===== src/eio_pkg.sv =====
package eio_pkg;

    // Record and arithmetic widths
    localparam int CNT_W     = 40;
    localparam int DUR_W     = 24;
    localparam int START_W   = 40;
    localparam int Q16_W     = 16;
    localparam int TIME_W    = 41;
    localparam int HAZ_W     = 40;
    localparam int BSUM_W    = 28;
    localparam int MIN_W     = 19;
    localparam int BUCKETS   = 10;
    localparam int TERMS     = 12;
    localparam int EXP_LIMIT = 18;
    localparam int IN_DATA_W = 192;
    localparam int OUT_DATA_W = 64;

    localparam logic [HAZ_W-1:0] HAZ_MAX     = {HAZ_W{1'b1}};
    localparam logic [DUR_W:0]   RECIP_60    = 25'd17895697;
    localparam logic [6:0]       SIXTY       = 7'd60;
    localparam logic [3:0]       LAST_TERM   = 4'd12;

    // Datapath commands, one per controller step
    typedef struct packed {
        logic load;
        logic haz;
        logic sc1;
        logic sc2;
        logic acc;
        logic exi;
        logic tmul;
        logic trcp;
        logic tfix;
        logic fin;
        logic emit;
    } eio_cmd_t;

    typedef struct packed {
        logic last;
        logic term_done;
        logic out_full;
    } eio_stat_t;

    // Sigmoid weight at bucket midpoint, Q0.16
    function automatic logic [15:0] bucket_weight(input logic [3:0] i);
        logic [15:0] w;
        case (i)
            4'd0:    w = 16'd65348;
            4'd1:    w = 16'd64701;
            4'd2:    w = 16'd61952;
            4'd3:    w = 16'd52044;
            4'd4:    w = 16'd30315;
            4'd5:    w = 16'd10558;
            4'd6:    w = 16'd2693;
            4'd7:    w = 16'd621;
            4'd8:    w = 16'd140;
            4'd9:    w = 16'd31;
            default: w = 16'd0;
        endcase
        return w;
    endfunction

    // exp(-n), Q0.24
    function automatic logic [24:0] exp_neg_int(input logic [4:0] n);
        logic [24:0] e;
        case (n)
            5'd0:    e = 25'd16777216;
            5'd1:    e = 25'd6171993;
            5'd2:    e = 25'd2270549;
            5'd3:    e = 25'd835288;
            5'd4:    e = 25'd307285;
            5'd5:    e = 25'd113044;
            5'd6:    e = 25'd41587;
            5'd7:    e = 25'd15299;
            5'd8:    e = 25'd5628;
            5'd9:    e = 25'd2070;
            5'd10:   e = 25'd762;
            5'd11:   e = 25'd280;
            5'd12:   e = 25'd103;
            5'd13:   e = 25'd38;
            5'd14:   e = 25'd14;
            5'd15:   e = 25'd5;
            5'd16:   e = 25'd2;
            5'd17:   e = 25'd1;
            default: e = 25'd0;
        endcase
        return e;
    endfunction

    // floor((2^32-1)/k); quotient estimate is low by at most one
    function automatic logic [31:0] recip_k(input logic [3:0] k);
        logic [31:0] r;
        case (k)
            4'd1:    r = 32'd4294967295;
            4'd2:    r = 32'd2147483647;
            4'd3:    r = 32'd1431655765;
            4'd4:    r = 32'd1073741823;
            4'd5:    r = 32'd858993459;
            4'd6:    r = 32'd715827882;
            4'd7:    r = 32'd613566756;
            4'd8:    r = 32'd536870911;
            4'd9:    r = 32'd477218588;
            4'd10:   r = 32'd429496729;
            4'd11:   r = 32'd390451572;
            4'd12:   r = 32'd357913941;
            default: r = 32'd0;
        endcase
        return r;
    endfunction

endpackage


===== src/eio_ctrl.sv =====
module eio_ctrl
    import eio_pkg::*;
(
    input  logic      clk,
    input  logic      rst_n,
    input  logic      in_valid,
    output logic      in_ready,
    input  logic      out_ready,
    input  eio_stat_t stat,
    output eio_cmd_t  cmd
);

    typedef enum logic [10:0] {
        IDLE = 11'b000_0000_0001,
        HAZ  = 11'b000_0000_0010,
        SC1  = 11'b000_0000_0100,
        SC2  = 11'b000_0000_1000,
        ACC  = 11'b000_0001_0000,
        EXI  = 11'b000_0010_0000,
        TMUL = 11'b000_0100_0000,
        TRCP = 11'b000_1000_0000,
        TFIX = 11'b001_0000_0000,
        FIN  = 11'b010_0000_0000,
        OUTW = 11'b100_0000_0000
    } state_t;

    state_t state_reg, state_next;
    logic   emit;

    assign in_ready = (state_reg == IDLE);
    assign emit     = (state_reg == OUTW) && (!stat.out_full || out_ready);

    // Commands
    always_comb
    begin
        cmd      = '0;
        cmd.load = (state_reg == IDLE) && in_valid;
        cmd.haz  = (state_reg == HAZ);
        cmd.sc1  = (state_reg == SC1);
        cmd.sc2  = (state_reg == SC2);
        cmd.acc  = (state_reg == ACC);
        cmd.exi  = (state_reg == EXI);
        cmd.tmul = (state_reg == TMUL);
        cmd.trcp = (state_reg == TRCP);
        cmd.tfix = (state_reg == TFIX);
        cmd.fin  = (state_reg == FIN);
        cmd.emit = emit;
    end

    // Next state
    always_comb
    begin
        state_next = state_reg;
        case (state_reg)
            IDLE: if (in_valid) state_next = HAZ;
            HAZ:  state_next = SC1;
            SC1:  state_next = SC2;
            SC2:  state_next = ACC;
            ACC:  state_next = stat.last ? EXI : IDLE;
            EXI:  state_next = TMUL;
            TMUL: state_next = TRCP;
            TRCP: state_next = TFIX;
            TFIX: state_next = stat.term_done ? FIN : TMUL;
            FIN:  state_next = OUTW;
            OUTW: if (emit) state_next = IDLE;
            default: state_next = IDLE;
        endcase
    end

    always_ff @(posedge clk or negedge rst_n)
    begin
        if (!rst_n)
            state_reg <= IDLE;
        else
            state_reg <= state_next;
    end

    assert property (@(posedge clk) disable iff (!rst_n)
        $onehot(state_reg))
        else $error("controller state not one-hot");
    assert property (@(posedge clk) disable iff (!rst_n)
        (state_reg == ACC) && !stat.last |=> (state_reg == IDLE))
        else $error("non-last word did not return to idle");
    assert property (@(posedge clk) disable iff (!rst_n)
        cmd.emit |=> (state_reg == IDLE))
        else $error("emit did not end the set");

endmodule


===== config.mk =====
export PLATFORM = sky130hd
export DESIGN_NAME = eio_ctrl
export DESIGN_NICKNAME = d
export VERILOG_FILES = /design/src/eio_pkg.sv /design/src/eio_ctrl.sv
export SDC_FILE = /design/constraint.sdc
export NUM_CORES = 1
export LEC_CHECK = 0
export ABC_CLOCK_PERIOD_IN_PS = 1800
export BUFFER_PORTS_ARGS = -buffer_cell sky130_fd_sc_hd__buf_2
export CAP_MARGIN = 30
export CORE_UTILIZATION = 45
export CTS_CLUSTER_DIAMETER = 120
export DETAILED_ROUTE_END_ITERATION = 12
export HOLD_SLACK_MARGIN = 0.05
export PLACE_DENSITY = 0.73
export SLEW_MARGIN = 10
export SYNTH_ARGS = -nofsm -noshare
export SYNTH_HDL_FRONTEND = slang
export SYNTH_SLANG_ARGS = --single-unit

===== constraint.sdc =====
create_clock -name clk -period 1.8 [get_ports clk]
set_input_delay 0.27 -clock clk [delete_from_list [all_inputs] [get_ports clk]]
set_output_delay 0.27 -clock clk [all_outputs]
set_load 0.02 [all_outputs]

==> results of run 1 <==
power by group through the flow:
stage               Sequential [mW]  Clock [mW]  Combinational (mW)
finish                        0.334       0.174               0.918
global route                  0.334       0.191               0.955
CTS                           0.328       0.172               0.716
detailed placement            0.331           0               0.548
global placement              0.330           0               0.531
floorplan                     0.308           0               0.376
placed cells by master, fill, tap and decap left out, drive strengths merged, types with 2 or more instances in the layout:
cell,synthesis,routed
buf,3,46
dfrtp,10,10
nor2b,5,5
nand3,5,5
nor2,5,5
nor4,5,5
and2,4,4
clkbuf,0,4
nor3b,4,4
inv,3,3
nand2,3,3
nor3,3,3
o21ai,3,3
nor4b,2,2
a21oi,2,2
nand2b,2,2
stage by stage:
| stage | power [mW] | utilization | instances |
|---|---|---|---|
| 5_1_grt | 1.480 | 0.9139 | 136 |
| 6_report | 1.425 | 0.9139 | 136 |
| 3_5_place_dp | 0.8789 | 0.6538 | 118 |
| 2_1_floorplan | 0.6842 | - | 73 |
| 3_3_place_gp | 0.8607 | 0.6538 | 118 |
| 4_1_cts | 1.216 | 0.8086 | 130 |
worst min-delay path by stage:
stage            start             to  cells after the start
2_1_floorplan    rst_n  state_reg[10]                      0
3_3_place_gp     rst_n   state_reg[3]                      1
3_5_place_dp     rst_n   state_reg[2]                      1
4_1_cts        stat[1]   state_reg[9]                      2
5_1_grt        stat[2]   state_reg[5]                      2
6_report       stat[1]   state_reg[9]                      2
logic make-up (layout without fill, tap and decap cells):
| logic type | Yosys count | after routing |
|---|---|---|
| AOI/OAI and AO/OA | 11 | 11 |
| adders and majority gates | 1 | 1 |
| DFF | 11 | 11 |
| and+or+nand+nor | 44 | 44 |
| buffers and inverters | 6 | 54 |
layout make-up:
cell class                 instances  area share
timing repair buffer              47      0.3036
tap                               15     0.01503
multi-input combinational         56      0.4289
inverter                           3    0.009018
clock buffer                       4     0.02104
sequential                        11      0.2224
layer usage:
metal / up-vias / global-route usage
li1: 369 / -
met1: 398 / 0.3244
met2: 30 / 0.4844
met3: 8 / 0.05319
met4: 0 / 0.07258
met5: - / 0
what timing repair did:
action                                 in CTS  in global routing
cloned                                      0                  0
pin swaps                                   6                  7
endpoints found under the hold margin      10                  0
hold buffers                                1                  0
setup buffers                               7                  6
gates resized for setup                    30                 23
setup endpoints to repair                  11                 13
==> results.cfg, run 1 <==
[yosys]
synth.area.mux_share = 0
synth_most_common_cell = dfrtp_1
ys_types = 35
synth-simple-area-share = 0.4155
yosys_warnings = 0
syn_nets = 80
synthTopCellsByArea = dfrtp_1, nor2b_1, nor3b_1
avgSynthCellArea_sq_um = 9.530
synthTopCellsByCount = dfrtp_1, nand3_1, nor2_1, nor2b_1
synth_seq_area_share = 0.3975
synth_edf_count = 0
synth_compound_area_frac = 0.1205
synth_cells = 73
ys_seq_elements = 11
synth_xor_xnor_area_share = 0
synthAdderAreaFrac = 0.01619
synth_top_family_by_area = simple AND/OR/NAND/NOR gates
async_flop_share = 1.000
syn_area_sq_um = 695.7
yosysTopAreaCell = dfrtp_1
synth_top_area_frac = 0.3597
synth_ff_type = dfrtp_1

[setup_path]
endpoint = cmd[3]
r2r_slack_ns = -0.11
required_ns = 1.53
r2r-start = state_reg[6]
crit_type = flip-flop to output pin
reg2reg_depth = 6
cp_num_cells = 6
cp_slowest_stage_delay_ns = 0.42
cp_max_fo = 4
startpoint_type = flip-flop
critical_path_arrival_ns = 1.84
rr_endpoint = state_reg[0]
path_buf_inv = 4
path_cells = buf_4 -> buf_6 -> buf_6 -> or2b_1 -> nor4_2 -> buf_4
crit_slowest_cell = dfrtp_1
cp-startpoint = state_reg[6]
critPathTopFamily = buffers and inverters
critPathCaptureType = output pin

[final_layout]
area_delta_synth_final_pct = 79.50
final_nets = 129
antenna_cells = 0
multi_input_area_sq_um = 535.5
drive_gt1_frac = 0.6116
largest_register_ffs = 11
seqCellArea_sq_um = 277.8
fill_cells = 52
final_cell_area_sq_um = 1249

[sta]
fin_setup_tns_ns = -1.445
slew_headroom = 0.7242
hold_viol_final = 0
setup_ws_ns = -0.3119
rsz0062_at_grt = yes
setup_viol = 11
finClkSkew_ns = 0.002052
finalCritPeriodShare = 1.173
final.min_clock_period_ns = 2.112
drv_slew = 0
worstMarginPinSlew_ns = 0.4085
fmax_ghz = 0.4735
hold_slack_ns = 0.2416

[place]
dp_hpwl_mm = 1.307
gp_congestion = 0.7815
place_area_sq_um = 893.4
pre_cts_ws_ns = -0.02648
port_buffers = 18

[power_and_ir_drop]
combPwrFrac = 0.644
p_seq_frac = 0.234
p_int_mw = 0.8161
ir_drop_v = 0.001114
p_per_area_nw_per_um2 = 1141
pwr-share-clk = 0.122
swShare = 0.4273
switching_power_mw = 0.6089
p_leak_nw = 0.5820

[floorplanning]
die_x_um = 41.32
dieArea_sq_um = 1707
rows = 13
die_h_um = 41.32
core_area_sq_um = 1366
pin_count = 19
initial_core_util = 0.5092

[detailed_routing]
drt_iter0_drc = 29
wl_met2_mm = 1.326
via_count = 805
wl_mm = 2.517
routed.top_layer = met4
drt-met1-wl_mm = 1.069
ant_nets = 0
drt_first_pass_iters = 4
route.detailed.drc = 0
routedWlPerCell_um = 18.51
viasPerCell = 5.919
wl_met3_um = 80

[worst_hold_path]
min_path_type = input pin to flip-flop

[flow_run]
maxCapViolCount = 0

[clocking]
clkTransAtPathRegs_ns = 0.07
clk_latency_ns = 0.27
cts_tree = yes
clock-sinks = 11
cts_htree_levels = 1
clock_tree.root_cell = clkbuf_4
clockBufferDepth = 2
numCtsBuffers = 3

[global_route]
grt_max_degree = 12
overflow = 0
antenna_found_initial = 0
track_usage = 0.2694
grt_pass1_vias = 694
grt_pass1_wl_mm = 2.946

[status]
violations = negative setup slack
status = complete, but fails checks
(Power assumes the default switching activity.)
==> run 2: changes to the inputs <==
--- a/config.mk
+++ b/config.mk
@@ -12,6 +12,7 @@
 export CTS_CLUSTER_DIAMETER = 120
 export DETAILED_ROUTE_END_ITERATION = 12
 export HOLD_SLACK_MARGIN = 0.05
+export MAX_ROUTING_LAYER = met4
 export PLACE_DENSITY = 0.73
 export SLEW_MARGIN = 10
 export SYNTH_ARGS = -nofsm -noshare
==> results.cfg, run 2 (same netlist as run 1, synthesis figures left out) <==
[final_layout]
final_cell_area_sq_um = 1249
final_common_cell = buf_4
drive_gt1_frac = 0.6116
antenna_cells = 0
final_cell_mix = buf_4, buf_6, dfrtp_1
area_delta_synth_final_pct = 79.50
final_nets = 129
largest_register_ffs = 11

[detailed_routing]
wl_mm = 2.524
routedWlPerCell_um = 18.56
drt_first_pass_iters = 4
route.detailed.drc = 0
via_count = 809
drt_iter0_drc = 25
ant_nets = 0
viasPerCell = 5.949

[worst_hold_path]
min_path_type = input pin to flip-flop

[floorplanning]
die_x_um = 41.32
die_h_um = 41.32
rows = 13
core_area_sq_um = 1366
pin_count = 19
dieArea_sq_um = 1707
initial_core_util = 0.5092

[clocking]
clockBufferDepth = 2
numCtsBuffers = 3
clkTransAtPathRegs_ns = 0.08
clock_tree.root_cell = clkbuf_4
cts_htree_levels = 1
cts_tree = yes
clk_latency_ns = 0.27
clock-sinks = 11

[power_and_ir_drop]
p_per_area_nw_per_um2 = 1149
ir_drop_v = 0.001126
p_leak_nw = 0.5820
p_total_mw = 1.434

[sta]
slew_headroom = 0.7281
finClkSkew_ns = 0.004008
setup_viol = 11
rsz0062_at_grt = yes
fmax_ghz = 0.4779
hold_slack_ns = 0.2356
setup_ws_ns = -0.2926
fin_setup_tns_ns = -1.488
worstMarginPinSlew_ns = 0.4028
hold_viol_final = 0
finalCritPeriodShare = 1.163
final.min_clock_period_ns = 2.093
drv_slew = 0

[global_route]
grt_max_degree = 12
grt_pass1_wl_mm = 2.946
antenna_found_initial = 0
overflow = 0
track_usage = 0.2768
grt_pass1_vias = 692

[setup_path]
cp_slowest_stage_delay_ns = 0.42
critPathCaptureType = output pin
critical_path_arrival_ns = 1.82
crit_type = flip-flop to output pin
r2r_slack_ns = -0.12
startpoint_type = flip-flop
critPathTopFamily = buffers and inverters
path_cells = buf_4 -> buf_6 -> buf_6 -> or2b_1 -> nor4_2 -> buf_4
cp_max_fo = 4
required_ns = 1.53
path_buf_inv = 4
crit_slowest_cell = dfrtp_1

[place]
pre_cts_ws_ns = -0.02648
place_area_sq_um = 893.4
gp_congestion = 0.7924
port_buffers = 18
dp_hpwl_mm = 1.307

[status]
violations = negative setup slack
status = complete, but fails checks

[flow_run]
maxCapViolCount = 0
-- run 2: cell counts in the layout (fill, tap and decap cells not counted) --
No cell type changed its count.
-- run 2: stage by stage --
stage,cells,util
floorplan,73,-
global placement,118,0.6538
detailed placement,118,0.6538
CTS,130,0.8086
global route,136,0.9139
finish,136,0.9139
-- run 2: report_power, final --
group | internal [mW] | switching (mW) | leakage [nW]
combinational | 0.443 | 0.480 | 0.420
sequential | 0.288 | 0.0441 | 0.147
clock | 0.0858 | 0.0936 | 0.0150
-- run 2: worst paths after layout --
kind                              startpoint            to  cells after the start
worst min register to register  state_reg[3]  state_reg[3]                      2
worst min-delay path                 stat[1]  state_reg[9]                      2
worst max register to register  state_reg[6]  state_reg[0]                      6
min in group asynchronous              rst_n  state_reg[5]                      2
max in group asynchronous              rst_n  state_reg[0]                      2
worst max-delay path            state_reg[6]        cmd[3]                      6
-- run 2: what timing repair did --
action / 4_1_cts / 5_1_grt
resized for setup: 30 / 23
pin swaps: 6 / 7
setup endpoints to repair: 11 / 13
setup buffers: 7 / 6
endpoints found under the hold margin: 10 / 0
hold buffers: 1 / 0
cloned: 0 / 0
-- run 2: routing by layer --
metal  up-vias  routed length (um)  GRT usage
li1        368                   -          -
met1       395                1035     0.3278
met2        39                1341     0.4844
met3         7                 113    0.04787
met4         0                  33    0.07258
met5         -                   0          -
-- run 2: area by class of cell --
type | count | area (sq um)
Sequential cell | 11 | 277.8
Tap cell | 15 | 18.77
Fill cell | 52 | 117.6
Timing Repair Buffer | 47 | 379.1
Inverter | 3 | 11.26
Clock buffer | 4 | 26.28
Multi-Input combinational cell | 56 | 535.5
-- run 2: worst register-to-register path, stage by stage, from the launching register on --
cell and delay [ns]:
dfrtp_1 0.42, buf_4 0.15, buf_6 0.10, or4_1 0.53
maj3_2 0.32, a311oi_2 0.25, o21ai_1 0.08
